--- config.mk ---
export PLATFORM = sky130hd
export DESIGN_NAME = epoch_seconds_to_date_time_core_flat
export DESIGN_NICKNAME = d
export VERILOG_FILES = /design/src/rtl/epsd_pkg.sv /design/src/rtl/epsd_chan_if.sv /design/src/rtl/epoch_seconds_to_date_time_core.sv /design/src/rtl/epsd_sdiv.sv /design/src/rtl/epsd_cal.sv /design/src/flat_wrapper.sv
export SDC_FILE = /design/constraint.sdc
export NUM_CORES = 1
export LEC_CHECK = 0
export BUFFER_PORTS_ARGS = -buffer_cell sky130_fd_sc_hd__buf_2
export CAP_MARGIN = 10
export CORE_MARGIN = 2
export CORE_UTILIZATION = 30
export CTS_BUF_LIST = sky130_fd_sc_hd__clkbuf_2 sky130_fd_sc_hd__clkbuf_4 sky130_fd_sc_hd__clkbuf_8
export DETAILED_ROUTE_END_ITERATION = 7
export PLACE_DENSITY = 0.44
export SYNTH_ARGS = -nofsm -noshare
export SYNTH_HDL_FRONTEND = slang
export SYNTH_SLANG_ARGS = --single-unit
--- constraint.sdc ---
create_clock -name clk -period 7.7 [get_ports clk]
set_clock_uncertainty 0.05 [all_clocks]
set_input_delay 1.54 -clock clk [delete_from_list [all_inputs] [get_ports clk]]
set_output_delay 1.54 -clock clk [all_outputs]
set_load 0.1 [all_outputs]
--- src/rtl/epsd_pkg.sv ---
// Shared constants, types and the month-length function for the seconds-to-date converter.
`default_nettype none

package epsd_pkg;

  localparam int unsigned EPOCH_W   = 32;
  localparam int unsigned YEAR_W    = 12;
  localparam int unsigned MONTH_W   = 4;
  localparam int unsigned DAY_W     = 5;
  localparam int unsigned HOURS_W   = 5;
  localparam int unsigned MINUTES_W = 6;
  localparam int unsigned SECS_W    = 6;

  // day count since the base date never exceeds 49710
  localparam int unsigned DAY_CNT_W = 16;
  localparam int unsigned YOFF_W    = 8;
  localparam int unsigned LEN_W     = 13;

  localparam int unsigned SECS_PER_DAY  = 86400;
  localparam int unsigned SECS_PER_HOUR = 3600;
  localparam int unsigned SECS_PER_MIN  = 60;

  localparam logic [YEAR_W-1:0] BASE_YEAR = 12'd2000;

  // 16-year and 4-year blocks hold 4 and 1 leap days; the block that holds
  // 2100 is one day short
  localparam logic [LEN_W-1:0] Y16_DAYS    = 13'd5844;
  localparam logic [LEN_W-1:0] Y4_DAYS     = 13'd1461;
  localparam logic [LEN_W-1:0] Y1_DAYS     = 13'd365;
  localparam logic [YOFF_W-1:0] GRP16_CENT = 8'd96;
  localparam logic [YOFF_W-1:0] CENT_OFF   = 8'd100;

  // zero-based month codes
  localparam logic [MONTH_W-1:0] MON_JAN = 4'd0;
  localparam logic [MONTH_W-1:0] MON_FEB = 4'd1;
  localparam logic [MONTH_W-1:0] MON_APR = 4'd3;
  localparam logic [MONTH_W-1:0] MON_JUN = 4'd5;
  localparam logic [MONTH_W-1:0] MON_SEP = 4'd8;
  localparam logic [MONTH_W-1:0] MON_NOV = 4'd10;

  typedef struct packed {
    logic [YEAR_W-1:0]  year;
    logic [MONTH_W-1:0] month;
    logic [DAY_W-1:0]   day;
  } epsd_date_t;

  function automatic logic [DAY_W-1:0] month_days(input logic [MONTH_W-1:0] m,
                                                  input logic leap);
    logic [DAY_W-1:0] len;
    len = 5'd31;
    case (m) inside
      MON_FEB: len = leap ? 5'd29 : 5'd28;
      MON_APR, MON_JUN, MON_SEP, MON_NOV: len = 5'd30;
      default: len = 5'd31;
    endcase
    return len;
  endfunction

endpackage

`default_nettype wire

--- src/rtl/epsd_chan_if.sv ---
// Valid/ready channel interfaces for the converter's request and result sides.
`default_nettype none

interface epsd_in_if;
  import epsd_pkg::*;

  logic               valid;
  logic               ready;
  logic [EPOCH_W-1:0] epoch_seconds;

  modport source (output valid, output epoch_seconds, input ready);
  modport sink   (input valid, input epoch_seconds, output ready);
endinterface

interface epsd_out_if;
  import epsd_pkg::*;

  logic                 valid;
  logic                 ready;
  logic [YEAR_W-1:0]    year;
  logic [MONTH_W-1:0]   month;
  logic [DAY_W-1:0]     day;
  logic [HOURS_W-1:0]   hours;
  logic [MINUTES_W-1:0] minutes;
  logic [SECS_W-1:0]    secs;

  modport source (output valid, output year, output month, output day,
                  output hours, output minutes, output secs, input ready);
  modport sink   (input valid, input year, input month, input day,
                  input hours, input minutes, input secs, output ready);
endinterface

`default_nettype wire

--- src/rtl/epoch_seconds_to_date_time_core.sv ---
// Top level of the seconds-to-Gregorian date and time converter.
// Converts an unsigned 32-bit count of seconds since 2000-01-01 00:00:00 into
// year, month, day, hour, minute and second. One request is worked on at a
// time, and the next request is accepted once the result has been loaded into
// the output register. The time goes to three bit-serial dividers in a row:
// one splits off whole days (a load, then a step for each of 32 bits), one the
// hours (a load, then 17 bit steps) and one the minutes and seconds (a load,
// then 12 bit steps). The control then moves to its final state and loads the
// output register. The calendar walk runs beside the hour and minute dividers
// and never adds time. A finished result sits in the output register; the next
// request is taken while it waits, and its result is held back until the
// previous one is taken. No configuration and no state is kept between
// requests.
`default_nettype none

module epoch_seconds_to_date_time_core (
  input  wire logic   clk,
  input  wire logic   rst_n,
  epsd_in_if.sink     in_chan,
  epsd_out_if.source  out_chan
);
  import epsd_pkg::*;

  localparam logic [2:0] S_IDLE = 3'd0;
  localparam logic [2:0] S_DAY  = 3'd1;
  localparam logic [2:0] S_TOD  = 3'd2;
  localparam logic [2:0] S_MIN  = 3'd3;
  localparam logic [2:0] S_FIN  = 3'd4;

  localparam int unsigned DRW = $clog2(SECS_PER_DAY);
  localparam int unsigned HRW = $clog2(SECS_PER_HOUR);
  localparam int unsigned MRW = $clog2(SECS_PER_MIN);

  logic [2:0]           state_r;
  logic                 cal_fin_r;
  logic [HOURS_W-1:0]   hours_r;
  logic                 out_valid_r;
  epsd_date_t           out_date_r;
  logic [HOURS_W-1:0]   out_hours_r;
  logic [MINUTES_W-1:0] out_minutes_r;
  logic [SECS_W-1:0]    out_secs_r;

  logic               in_ready;
  logic               in_acc;
  logic               out_load;

  logic               day_done;
  logic [EPOCH_W-1:0] day_quo;
  logic [DRW-1:0]     day_rem;
  logic               tod_done;
  logic [DRW-1:0]     tod_quo;
  logic [HRW-1:0]     tod_rem;
  logic               min_done;
  logic [HRW-1:0]     min_quo;
  logic [MRW-1:0]     min_rem;
  logic               cal_done;
  epsd_date_t         cal_date;

  assign in_ready = (state_r == S_IDLE);
  assign in_acc   = in_chan.valid && in_ready;
  assign out_load = (state_r == S_FIN) && cal_fin_r && (!out_valid_r || out_chan.ready);

  epsd_sdiv #(.NW(EPOCH_W), .DIVISOR(SECS_PER_DAY)) u_day_div (
    .clk      (clk),
    .rst_n    (rst_n),
    .start    (in_acc),
    .dividend (in_chan.epoch_seconds),
    .done     (day_done),
    .quo      (day_quo),
    .rem      (day_rem)
  );

  epsd_sdiv #(.NW(DRW), .DIVISOR(SECS_PER_HOUR)) u_tod_div (
    .clk      (clk),
    .rst_n    (rst_n),
    .start    (day_done),
    .dividend (day_rem),
    .done     (tod_done),
    .quo      (tod_quo),
    .rem      (tod_rem)
  );

  epsd_sdiv #(.NW(HRW), .DIVISOR(SECS_PER_MIN)) u_min_div (
    .clk      (clk),
    .rst_n    (rst_n),
    .start    (tod_done),
    .dividend (tod_rem),
    .done     (min_done),
    .quo      (min_quo),
    .rem      (min_rem)
  );

  epsd_cal u_cal (
    .clk   (clk),
    .rst_n (rst_n),
    .start (day_done),
    .days  (day_quo[DAY_CNT_W-1:0]),
    .done  (cal_done),
    .date  (cal_date)
  );

  always_ff @(posedge clk) begin
    if (!rst_n) begin
      state_r     <= S_IDLE;
      cal_fin_r   <= 1'b0;
      out_valid_r <= 1'b0;
    end else begin
      if (out_load) begin
        out_valid_r <= 1'b1;
        cal_fin_r   <= 1'b0;
      end else begin
        if (out_valid_r && out_chan.ready) begin
          out_valid_r <= 1'b0;
        end
        if (cal_done) begin
          cal_fin_r <= 1'b1;
        end
      end
      case (state_r)
        S_IDLE: if (in_acc) state_r <= S_DAY;
        S_DAY:  if (day_done) state_r <= S_TOD;
        S_TOD: begin
          if (tod_done) begin
            hours_r <= tod_quo[HOURS_W-1:0];
            state_r <= S_MIN;
          end
        end
        S_MIN:  if (min_done) state_r <= S_FIN;
        S_FIN: begin
          if (out_load) begin
            out_date_r    <= cal_date;
            out_hours_r   <= hours_r;
            out_minutes_r <= min_quo[MINUTES_W-1:0];
            out_secs_r    <= min_rem[SECS_W-1:0];
            state_r       <= S_IDLE;
          end
        end
        default: state_r <= S_IDLE;
      endcase
    end
  end

  assign in_chan.ready    = in_ready;
  assign out_chan.valid   = out_valid_r;
  assign out_chan.year    = out_date_r.year;
  assign out_chan.month   = out_date_r.month;
  assign out_chan.day     = out_date_r.day;
  assign out_chan.hours   = out_hours_r;
  assign out_chan.minutes = out_minutes_r;
  assign out_chan.secs    = out_secs_r;

  // the day divider only finishes for the request currently in its first phase
  a_day_done_phase: assert property (@(posedge clk) disable iff (!rst_n)
    day_done |-> state_r == S_DAY)
    else $error("day divider finished outside the day phase");

  // time-of-day split must leave a valid hour by the time minutes are ready
  a_hours_range: assert property (@(posedge clk) disable iff (!rst_n)
    min_done |-> hours_r < 5'd24)
    else $error("hour out of range");

  // a loaded result always carries a real month and day
  a_date_range: assert property (@(posedge clk) disable iff (!rst_n)
    out_load |=> (out_date_r.month >= 4'd1) && (out_date_r.month <= 4'd12)
                 && (out_date_r.day != 5'd0))
    else $error("calendar walk produced an invalid date");

endmodule

`default_nettype wire

--- src/rtl/epsd_sdiv.sv ---
// Bit-serial restoring divider by a constant: one quotient bit per cycle.
`default_nettype none

module epsd_sdiv #(
  parameter int unsigned NW      = 32,
  parameter int unsigned DIVISOR = 86400
) (
  input  wire logic                        clk,
  input  wire logic                        rst_n,
  input  wire logic                        start,
  input  wire logic [NW-1:0]               dividend,
  output logic                             done,
  output logic [NW-1:0]                    quo,
  output logic [$clog2(DIVISOR)-1:0]       rem
);
  localparam int unsigned RW = $clog2(DIVISOR);
  localparam int unsigned CW = $clog2(NW + 1);
  localparam logic [RW:0] DIV_C  = (RW+1)'(DIVISOR);
  localparam logic [CW-1:0] LAST = CW'(NW - 1);

  logic [NW-1:0] q_r;
  logic [RW-1:0] r_r;
  logic [CW-1:0] cnt_r;
  logic          busy_r;
  logic          done_r;

  logic [RW:0]   trial;
  logic [RW:0]   diff;
  logic          ge;
  logic [RW-1:0] r_nxt;

  always_comb begin
    trial = {r_r, q_r[NW-1]};
    ge    = trial >= DIV_C;
    diff  = trial - DIV_C;
    r_nxt = ge ? diff[RW-1:0] : trial[RW-1:0];
  end

  always_ff @(posedge clk) begin
    if (!rst_n) begin
      busy_r <= 1'b0;
      done_r <= 1'b0;
      cnt_r  <= '0;
    end else begin
      done_r <= 1'b0;
      if (start) begin
        q_r    <= dividend;
        r_r    <= '0;
        cnt_r  <= '0;
        busy_r <= 1'b1;
      end else if (busy_r) begin
        q_r   <= {q_r[NW-2:0], ge};
        r_r   <= r_nxt;
        cnt_r <= cnt_r + 1'b1;
        if (cnt_r == LAST) begin
          busy_r <= 1'b0;
          done_r <= 1'b1;
        end
      end
    end
  end

  assign done = done_r;
  assign quo  = q_r;
  assign rem  = r_r;

endmodule

`default_nettype wire

--- src/rtl/epsd_cal.sv ---
// Calendar walk: peels 16-year, 4-year, single-year and month spans off a day count.
`default_nettype none

module epsd_cal (
  input  wire logic                              clk,
  input  wire logic                              rst_n,
  input  wire logic                              start,
  input  wire logic [epsd_pkg::DAY_CNT_W-1:0]    days,
  output logic                                   done,
  output epsd_pkg::epsd_date_t                   date
);
  import epsd_pkg::*;

  localparam logic [2:0] P_IDLE = 3'd0;
  localparam logic [2:0] P_Y16  = 3'd1;
  localparam logic [2:0] P_Y4   = 3'd2;
  localparam logic [2:0] P_Y1   = 3'd3;
  localparam logic [2:0] P_MON  = 3'd4;

  logic [2:0]           phase_r;
  logic                 done_r;
  logic [DAY_CNT_W-1:0] days_r;
  logic [YOFF_W-1:0]    yoff_r;
  logic [MONTH_W-1:0]   mon_r;

  logic                 leap;
  logic [LEN_W-1:0]     len;
  logic [YOFF_W-1:0]    ystep;
  logic                 ge;
  logic [DAY_CNT_W-1:0] diff;

  always_comb begin
    // 2000 is a leap year, 2100 is not; nothing else in range is a century
    leap  = (yoff_r[1:0] == 2'b00) && (yoff_r != CENT_OFF);
    len   = Y1_DAYS;
    ystep = 8'd1;
    case (phase_r)
      P_Y16: begin
        len   = (yoff_r == GRP16_CENT) ? Y16_DAYS - 1'b1 : Y16_DAYS;
        ystep = 8'd16;
      end
      P_Y4: begin
        len   = (yoff_r == CENT_OFF) ? Y4_DAYS - 1'b1 : Y4_DAYS;
        ystep = 8'd4;
      end
      P_Y1: begin
        len   = leap ? Y1_DAYS + 1'b1 : Y1_DAYS;
        ystep = 8'd1;
      end
      P_MON: begin
        len   = {{(LEN_W-DAY_W){1'b0}}, month_days(mon_r, leap)};
        ystep = 8'd0;
      end
      default: begin
        len   = Y1_DAYS;
        ystep = 8'd0;
      end
    endcase
    ge   = days_r >= {{(DAY_CNT_W-LEN_W){1'b0}}, len};
    diff = days_r - {{(DAY_CNT_W-LEN_W){1'b0}}, len};
  end

  always_ff @(posedge clk) begin
    if (!rst_n) begin
      phase_r <= P_IDLE;
      done_r  <= 1'b0;
    end else begin
      done_r <= 1'b0;
      case (phase_r)
        P_IDLE: begin
          if (start) begin
            days_r  <= days;
            yoff_r  <= '0;
            mon_r   <= MON_JAN;
            phase_r <= P_Y16;
          end
        end
        P_Y16, P_Y4, P_Y1: begin
          if (ge) begin
            days_r <= diff;
            yoff_r <= yoff_r + ystep;
          end else begin
            phase_r <= phase_r + 1'b1;
          end
        end
        P_MON: begin
          if (ge) begin
            days_r <= diff;
            mon_r  <= mon_r + 1'b1;
          end
          // December is never tested: whatever is left lies in it
          if (!ge || mon_r == MON_NOV) begin
            phase_r <= P_IDLE;
            done_r  <= 1'b1;
          end
        end
        default: phase_r <= P_IDLE;
      endcase
    end
  end

  assign done       = done_r;
  assign date.year  = BASE_YEAR + {{(YEAR_W-YOFF_W){1'b0}}, yoff_r};
  assign date.month = mon_r + 1'b1;
  assign date.day   = days_r[DAY_W-1:0] + 1'b1;

endmodule

`default_nettype wire
--- src/flat_wrapper.sv ---
// flat-port wrapper written by rule: the top's interface ports become plain ports
module epoch_seconds_to_date_time_core_flat import epsd_pkg::*;
  (clk, rst_n, in_chan_valid, in_chan_epoch_seconds, in_chan_ready, out_chan_valid, out_chan_year, out_chan_month, out_chan_day, out_chan_hours, out_chan_minutes, out_chan_secs, out_chan_ready);
  epsd_in_if in_chan_i ();
  epsd_out_if out_chan_i ();
  input  wire logic clk;
  input  wire logic rst_n;
  input wire logic [$bits(in_chan_i.valid)-1:0] in_chan_valid;
  input wire logic [$bits(in_chan_i.epoch_seconds)-1:0] in_chan_epoch_seconds;
  output wire logic [$bits(in_chan_i.ready)-1:0] in_chan_ready;
  output wire logic [$bits(out_chan_i.valid)-1:0] out_chan_valid;
  output wire logic [$bits(out_chan_i.year)-1:0] out_chan_year;
  output wire logic [$bits(out_chan_i.month)-1:0] out_chan_month;
  output wire logic [$bits(out_chan_i.day)-1:0] out_chan_day;
  output wire logic [$bits(out_chan_i.hours)-1:0] out_chan_hours;
  output wire logic [$bits(out_chan_i.minutes)-1:0] out_chan_minutes;
  output wire logic [$bits(out_chan_i.secs)-1:0] out_chan_secs;
  input wire logic [$bits(out_chan_i.ready)-1:0] out_chan_ready;
  assign in_chan_i.valid = in_chan_valid;
  assign in_chan_i.epoch_seconds = in_chan_epoch_seconds;
  assign in_chan_ready = in_chan_i.ready;
  assign out_chan_valid = out_chan_i.valid;
  assign out_chan_year = out_chan_i.year;
  assign out_chan_month = out_chan_i.month;
  assign out_chan_day = out_chan_i.day;
  assign out_chan_hours = out_chan_i.hours;
  assign out_chan_minutes = out_chan_i.minutes;
  assign out_chan_secs = out_chan_i.secs;
  assign out_chan_i.ready = out_chan_ready;
  epoch_seconds_to_date_time_core u_core (.clk(clk), .rst_n(rst_n), .in_chan(in_chan_i), .out_chan(out_chan_i));
endmodule
# Yosys cells after proc, flatten, opt, wreduce, memory -nomap -nowiden
# Index checks and enable logic that the tools add are counted.
[totals]
wordCells = 174
out_inout_bits = 40
ff_bits = 197
[op_classes]
n_reduce_logical = 40
bitwise = 4
n_eq_ne = 30
magnitude_cmp = 4
n_mux = 54
addsub = 12
[ops]
columns = ["operator", "n"]
rows = [
  ["17-bit two-way mux", 4],
  ["32-bit two-way mux", 2],
  ["13-bit one-hot mux with 4 select lines", 1],
  ["12-bit two-way mux", 4],
  ["16-bit two-way mux", 2],
  ["16-bit one-hot mux with 2 select lines", 1],
  ["3-bit two-way mux", 9],
  ["18-bit by 17-bit greater-or-equal comparator with 1-bit output, second input constant", 1],
  ["1-bit two-way mux", 18],
  ["17-bit subtractor, second input constant", 1],
  ["8-bit by 7-bit equality test with 1-bit output, second input constant", 2],
  ["16-bit by 13-bit greater-or-equal comparator with 1-bit output", 1],
  ["8-bit two-way mux", 2],
  ["2-bit inequality test, second input constant", 8],
  ["8-bit one-hot mux with 2 select lines", 1],
  ["16-bit by 13-bit subtractor with 16-bit output", 1],
  ["3-bit one-hot mux with 5 select lines", 1],
  ["5-bit one-hot mux with 3 select lines", 1],
  ["2-bit nonzero test", 7],
  ["13-bit by 12-bit greater-or-equal comparator with 1-bit output, second input constant", 1],
  ["11-bit by 8-bit adder with 12-bit output, first input constant", 1],
  ["3-bit by 2-bit equality test with 1-bit output, second input constant", 4],
  ["4-bit equality test, second input constant", 3],
  ["6-bit two-way mux", 2],
  ["34 further kinds", 66],
]

# Depth between registers and ports, before layout
# Gate-level depths: netlist of the first run.
[depth]
ltp_word = 10
mapped_depth = 16
mapped_depth_nobuf = 15

# Modules after synthesis
# From an unflattened synthesis of the first run, not the netlist that was laid out.
[unflattened]
cells_unflattened = 784
hier_area_um2 = 9809.4
[modules_own_cells]
columns = ["mod", "area_per_inst_um2", "n_inst", "cells_per_inst", "seq_area_each_um2"]
rows = [
  ["epsd_cal", 2735.1, 1, 308, 920.9],
  ["epsd_sdiv (u_core.u_day_div)", 2575.0, 1, 178, 1631.6],
  ["epsd_sdiv (u_core.u_tod_div)", 1781.7, 1, 142, 1011.0],
  ["epoch_seconds_to_date_time_core", 1612.8, 1, 79, 1391.3],
  ["epsd_sdiv (u_core.u_min_div)", 1104.8, 1, 77, 660.6],
]

# Worst setup path after synthesis of the first run
# Ideal clock, no wire load.
[synth_timing]
path_kind = "reg-to-reg"
from = "reg u_core.u_cal.phase_r[2]"
to = "reg u_core.u_cal.days_r[0], enable pin"
setup_ns = 0.409
slack_ns = 2.981
t_arrival_ns = 4.260
path_stages_with_launch = 17
required_ns = 7.241
path_cell_list = "dfxtp_1 -> buf_2 -> inv_1 -> ha_1 -> clkbuf_1 -> nor2_1 -> nand2_1 -> clkbuf_1 -> nand4_1 -> ha_1 -> fa_1 -> nand2b_1 -> a21oi_2 -> o211ai_1 -> a32oi_2 -> a21oi_1 -> nor3_1"
[synth_via]
elab_chain_cells = 5
[synth_rtl]
columns = ["element", "line_no", "rtl"]
rows = [
  ["start: declaration", "epsd_cal.sv:20", "logic [2:0] phase_r;"],
  ["start signal: assignment", "epsd_cal.sv:83", "phase_r <= phase_r + 1'b1;"],
  ["3-bit equality test, or another cell as far along", "epsd_cal.sv:37, epsd_cal.sv:69", ""],
  ["13-bit one-hot mux with 4 select lines", "epsd_cal.sv:37", "case (phase_r)"],
  ["16-bit by 13-bit greater-or-equal comparator with 1-bit output", "epsd_cal.sv:59", "ge = days_r >= {{(DAY_CNT_W-LEN_W){1'b0}}, len};"],
  ["2-bit by 1-bit inequality test with 1-bit output (no source line)", "-", ""],
  ["4-bit AND reduction (no source line) (*)", "-", ""],
  ["end signal: assignment", "epsd_cal.sv:72", "days_r <= days;"],
  ["end signal: assignment", "epsd_cal.sv:80", "days_r <= diff;"],
  ["end signal: assignment", "epsd_cal.sv:88", "days_r <= diff;"],
  ["end: declaration", "epsd_cal.sv:22", "logic [DAY_CNT_W-1:0] days_r;"],
]
# Every way passes the cells marked *; elsewhere a longest branch is shown, timed or not.
# A chain may end at the register's enable or synchronous reset.

# Worst setup path after layout of the first run
[layout_timing]
from = "reg u_core.u_cal.phase_r[2]"
to = "reg u_core.u_cal.yoff_r[6], enable pin"
[layout_via]
elab_chain_cells = 5
[layout_rtl]
columns = ["element", "line_no", "rtl"]
rows = [
  ["3-bit equality test, or another cell as far along", "epsd_cal.sv:37", ""],
  ["13-bit one-hot mux with 4 select lines", "epsd_cal.sv:37", ""],
  ["16-bit by 13-bit greater-or-equal comparator with 1-bit output", "epsd_cal.sv:59", ""],
  ["2-bit inequality test (no source line)", "-", ""],
  ["4-bit AND reduction (no source line) (*)", "-", ""],
  ["end signal: assignment", "epsd_cal.sv:81", "yoff_r <= yoff_r + ystep;"],
  ["end: declaration", "epsd_cal.sv:23", "logic [YOFF_W-1:0] yoff_r;"],
]
# Marked as above.

==> flow_summary.toml, run 1 <==
[setup_path]
timing.rr.start = "u_core.u_cal.phase_r[2]"
crit_required_ps = 7760
reg2regPathDepth = 13
timing.rr.end = "u_core.u_cal.yoff_r[6]"
crit_type = "flop to flop"
setup.worst_path.start_class = "flop"
arrival_ps = 4680
end_kind = "flop"
reg2reg_slack_ps = 3080
critPathMaxFanout = 18

[synthesis]
synth_cell_types = 66
synth_area_um2 = 9380
yosysSeqAreaShare_pct = 59.5
avgSynthCellArea_um2 = 11.4
synth_nets = 894
synth_warnings = 0
synth_edf_count = 166
ys.flop_type = "edfxtp_1"
async_flop_share_pct = 0
ys_ff_latch = 196
netlist_instances = 820

[place]
gp_congestion = 0.747
place_ws_ps = 3040
portBuffers = 75
placed_area_um2 = 10200
dp_hpwl_um = 12900

[timing]
max_slew.worst_pin.slew_ps = 1010
rsz0062_at_grt = "no"
setup_slack_ps = 3080
fin_crit_sh_pct = 60.0
setup_violations = 0
fin_crit_ps = 4620
final.hold.worst_slack_ps = 384
hold_viol = 0
slew_headroom_pct = 32.3
drv_slew = 0
timing.fmax_ghz = 0.217
fin_setup_tns_ps = 0

[cts]
post_cts_buffers = 0
clk_pin_slew_ps = 120
postCtsHoldBufs = 0
cts_resized = 0
cts-htree-levels = 4
cts_buffer_depth = 2
cts_tree = "yes"
numCtsBuffers = 17
cts-root-buf = "clkbuf_8"
clk_latency_ps = 480
numClockSinks = 196

[route]
drt_iter0_markers = 344
routed_wl_um = 19100
first_pass_iters = 4
drtAntennaViolNets = 0
viasPerCell = 4.65
drc = 0
vias = 6022
routedWlPerCell_um = 14.7

[grt]
grt_pass1_vias = 5975
grt-ovfl-total = 0
antenna_found_initial = 1
grt_max_degree = 43
grt_pass1_wl_um = 31300
grt_usage_pct = 11.9

[final_layout]
layout_commonest_cell = "edfxtp_1"
multi_input_area_um2 = 3540
seq_area_um2 = 5590
syn_to_final_growth_pct = 13.1
stdcell_area_um2 = 10600
layout_common_cells = "edfxtp_1, nand2_1, nor2_1"
diodes = 0
fin_util_pct = 34.6
n_fill_cell = 3121
drive_gt1_share_pct = 18.0
fin_nets = 959

[power_and_ir_drop]
pwr_density_cell_nw_per_um2 = 204
switching_power_mw = 0.630
ir_drop_mv = 0.117
leakagePower_nw = 3.94
p_int_mw = 1.53
p_clk_share_pct = 34.4
seqPwrFrac_pct = 55.6
p_sw_share_pct = 29.2
power_frac_comb_pct = 10.0

[min_path]
holdPathEnd = "u_core.out_chan.hours[4]"
hold_depth = 0
worstHoldStart = "u_core.hours_r[4]"
hold_path.class = "flop to flop"

[die]
pin_count = 76
start_util_pct = 30.6
num_rows = 64
dieArea_um2 = 32700
die-width_um = 181
die_h_um = 181
core_um2 = 30700

[job]
drv_cap = 0

[run_status]
status = "finished clean"
## per-stage QoR
step | total power, mW | cells
3_5_place_dp | 1.44 | 1262
5_1_grt | 2.27 | 1294
6_report | 2.16 | 1294
4_1_cts | 2.20 | 1294
3_3_place_gp | 1.45 | 1262
2_1_floorplan | 1.38 | 820
## Yosys cell counts (4+ instances only)
cell type  number  area, um^2
mux2i_1         8        80.1
mux2_2         29         327
dfxtp_1        30         601
o211ai_1        7        52.6
inv_1          29         109
nor2_1         81         304
nand2_1       139         522
edfxtp_1      166        4980
nand2b_1        8        50.1
nor2b_1        13        81.3
nor3_1         17        85.1
or3_1           5        31.3
and3_1          5        31.3
o21a_1          6        45.0
buf_2           7        35.0
o21ai_0        22         110
nand3_1        11        55.1
ha_1           37         463
a21oi_1        38         190
xnor2_1        21         184
nand4_1         9        56.3
nor4_1          5        31.3
xor2_1         25         219
clkbuf_1       25        93.8
a21o_1          4        30.0
and2_1         17         106
a211oi_1        4        30.0
## worst max-delay path: stages (launching register included)
cell      delay (ps)
dfxtp_1          410
inv_1            190
ha_1             380
nor2_1           260
nand2_1          520
nand4_1          190
ha_1             270
fa_1             390
nand2b_1         180
a21oi_2          220
o211ai_1         140
a32oi_2          410
a21oi_1          130
nor2_1           530
## worst max-delay path by stage
stage          slack, ps  cells past startpoint                    start                     end
4_1_cts             3030                     13  u_core.u_cal.phase_r[2]  u_core.u_cal.yoff_r[6]
5_1_grt             2640                     13  u_core.u_cal.phase_r[2]  u_core.u_cal.yoff_r[6]
3_3_place_gp        3170                     13  u_core.u_cal.phase_r[2]  u_core.u_cal.yoff_r[0]
6_report            3080                     13  u_core.u_cal.phase_r[2]  u_core.u_cal.yoff_r[6]
2_1_floorplan       2980                     16  u_core.u_cal.phase_r[2]  u_core.u_cal.days_r[0]
3_5_place_dp        3040                     13  u_core.u_cal.phase_r[2]  u_core.u_cal.yoff_r[1]
## flip-flops by register name (all words and copies together), names as in the netlist, 3 cells and up
register and count:
u_core.u_min_div.cnt_r 4, u_core.u_cal.phase_r 3, u_core.u_day_div.rem 17, u_core.state_r 3, u_core.out_chan.hours 5, u_core.u_cal.days_r 16, u_core.out_chan.secs 6, u_core.out_chan.day 5
u_core.out_chan.month 4, u_core.out_chan.minutes 6, u_core.out_chan.year 11, u_core.u_cal.yoff_r 8, u_core.u_tod_div.cnt_r 5, u_core.u_tod_div.quo 17, u_core.hours_r 5, u_core.u_cal.mon_r 4
u_core.u_day_div.cnt_r 6, u_core.u_min_div.rem 6, u_core.u_tod_div.rem 12, u_core.u_day_div.quo 32, u_core.u_min_div.quo 12
## final cells by class
type | count | area share (%)
inverter | 29 | 1.03
timing repair buffer | 83 | 4.10
clock inverter | 15 | 2.09
clock buffer | 17 | 2.20
sequential | 196 | 52.6
multi-input combinational | 558 | 33.3
tap | 396 | 4.67
## logic make-up (layout without fill, tap and decap cells)
logic type | count (synthesis) | after routing | synth area share (%)
xor gates and xnor gates | 46 | 46 | 4.29
DFF | 196 | 196 | 59.5
adders and majority gates | 38 | 38 | 5.15
muxes | 37 | 37 | 4.33
and+or+nand+nor | 327 | 327 | 15.9
AOI/OAI and AO/OA | 110 | 110 | 7.89
buffers and inverters | 66 | 144 | 2.88
## power groups by stage
| stage | registers (mW) | clock network [mW] | logic [mW] |
|---|---|---|---|
| final | 1.20 | 0.743 | 0.216 |
| after CTS | 1.20 | 0.774 | 0.219 |
| after global routing | 1.21 | 0.816 | 0.245 |
| after global placement | 1.23 | 0 | 0.219 |
| after floorplan | 1.22 | 0 | 0.164 |
| after detailed placement | 1.23 | 0 | 0.218 |
## layer usage
layer | track usage (%) | wire (um) | up-vias
met3 | 2.72 | 737 | 11
met2 | 17.9 | 8240 | 101
li1 | - | - | 3037
met4 | 3.29 | 183 | 0
met1 | 17.1 | 9900 | 2873
met5 | 0 | 0 | -
Power figures use the tool's default switching activity.
==> run 2: changes to the inputs <==
- PLACE_DENSITY: 0.44 -> 0.45
- clock period: 7.7 -> 3.9 ns (I/O delays scaled with it)
==> run 2 against run 1 <==
Die area stayed put. Critical path depth is 4 higher. Flip-flop and latch count stayed put. Largest power group unchanged.
==> flow_summary.toml, run 2 (synthesized netlist as in run 1, its figures left out) <==
[cts]
cts_buffer_depth = 2
cts_tree = "yes"
postCtsHoldBufs = 0
cts-htree-levels = 4
clk_pin_slew_ps = 110
numClockSinks = 196
clk_latency_ps = 470
numCtsBuffers = 17
cts-root-buf = "clkbuf_8"

[die]
dieArea_um2 = 32700
num_rows = 64
pin_count = 76
die-width_um = 181
die_h_um = 181
core_um2 = 30700
start_util_pct = 30.6

[grt]
antenna_found_initial = 0
grt_pass1_vias = 6096
grt_max_degree = 51
grt-ovfl-total = 0
grt_usage_pct = 12.2
grt_pass1_wl_um = 32000

[final_layout]
fin_nets = 973
syn_to_final_growth_pct = 14.1
fin_cells = 1308
largest_reg_flops = 32
multi_input_area_um2 = 3580
drive_gt1_share_pct = 20.3
n_fill_cell = 3095
seq_area_um2 = 5590
diodes = 0
fin_util_pct = 34.9
stdcell_area_um2 = 10700
layout_common_cells = "edfxtp_1, nand2_1, nor2_1"
layout_commonest_cell = "edfxtp_1"

[timing]
fin_crit_sh_pct = 92.2
final.hold.worst_slack_ps = 407
setup_violations = 0
fin_crit_ps = 3600
timing.fmax_ghz = 0.278
setup_slack_ps = 302
slew_headroom_pct = 32.1
hold_viol = 0
max_slew.worst_pin.slew_ps = 1020
drv_slew = 0

[power_and_ir_drop]
power_frac_comb_pct = 10.9
p_clk_share_pct = 31.6
p_sw_share_pct = 27.7
p_int_mw = 2.98
ir_drop_mv = 0.192
pwr_density_cell_nw_per_um2 = 385
leakagePower_nw = 3.99
seqPwrFrac_pct = 57.5
switching_power_mw = 1.14

[place]
gp_congestion = 0.797
dp_hpwl_um = 13000
placed_area_um2 = 10300
portBuffers = 75
place_ws_ps = 19.0
dpl.cell_count = 1271

[setup_path]
critPathMaxFanout = 8
end_kind = "flop"
crit_type = "flop to flop"
arrival_ps = 3740
setup.worst_path.start_class = "flop"
crit_required_ps = 4050

[job]
drv_cap = 0

[route]
first_pass_iters = 6
routed_wl_um = 19200
routedWlPerCell_um = 14.7
viasPerCell = 4.65
vias = 6085
drt_iter0_markers = 409
drtAntennaViolNets = 0
drc = 0

[min_path]
hold_path.class = "flop to flop"

[run_status]
status = "finished clean"
## run 2: routing by layer
layer  GRT usage [%]  vias up  share of wire, %
li1                -     3060                 -
met1            17.1     2929                52
met2            19.1       81                44
met3            2.40       15               3.0
met4            3.39        0               1.2
met5               0        -                 0
## run 2: repair_timing
item                       in CTS  in global routing
resized for setup               1                 10
setup endpoints to repair       4                 33
buffers inserted                0                  5
pin swaps                       0                  6
## run 2: final cells by class
class                   instances  area share, %
inverters                      29           1.02
multi-input cells             558           33.5
clock buffers                  18           2.26
well taps                     396           4.63
clock inverters                14           1.29
flip-flops and latches        196           52.2
repair buffers                 97           5.20
## run 2: critical path: stages (launching register included)
cell and delay, ps:
edfxtp_1 380, inv_1 80, ha_1 190, and3_2 240, a211oi_4 270, o21ai_1 100, o21ai_0 80, nand4_1 110
ha_2 210, fa_2 350, nand2b_1 170, a21oi_2 170, o211ai_1 130, a32oi_2 210, buf_4 170, a21oi_1 80
nor2_2 160, buf_6 160
## run 2: worst paths after layout
kind	start	slack, ps	cells past startpoint	to
setup / recovery	u_core.u_cal.yoff_r[4]	300	17	u_core.u_cal.yoff_r[1]
hold / removal	u_core.hours_r[4]	410	0	u_core.out_chan.hours[4]
setup reg to reg	u_core.u_cal.yoff_r[4]	300	17	u_core.u_cal.yoff_r[1]
hold reg to reg	u_core.hours_r[4]	410	0	u_core.out_chan.hours[4]
## run 2: stage by stage
| step | TNS, ps | power (mW) |
|---|---|---|
| 2_1_floorplan | 0 | 2.73 |
| 3_3_place_gp | 0 | 2.87 |
| 3_5_place_dp | 0 | 2.86 |
| 4_1_cts | 0 | 4.18 |
| 5_1_grt | -6.40 | 4.32 |
| 6_report | 0 | 4.12 |
## run 2: power groups by stage
stage	Sequential (mW)	Combinational [mW]	Clock (mW)
after floorplan	2.41	0.326	0
after global placement	2.42	0.447	0
after detailed placement	2.42	0.444	0
after CTS	2.37	0.449	1.36
after global routing	2.38	0.509	1.43
final	2.37	0.448	1.30
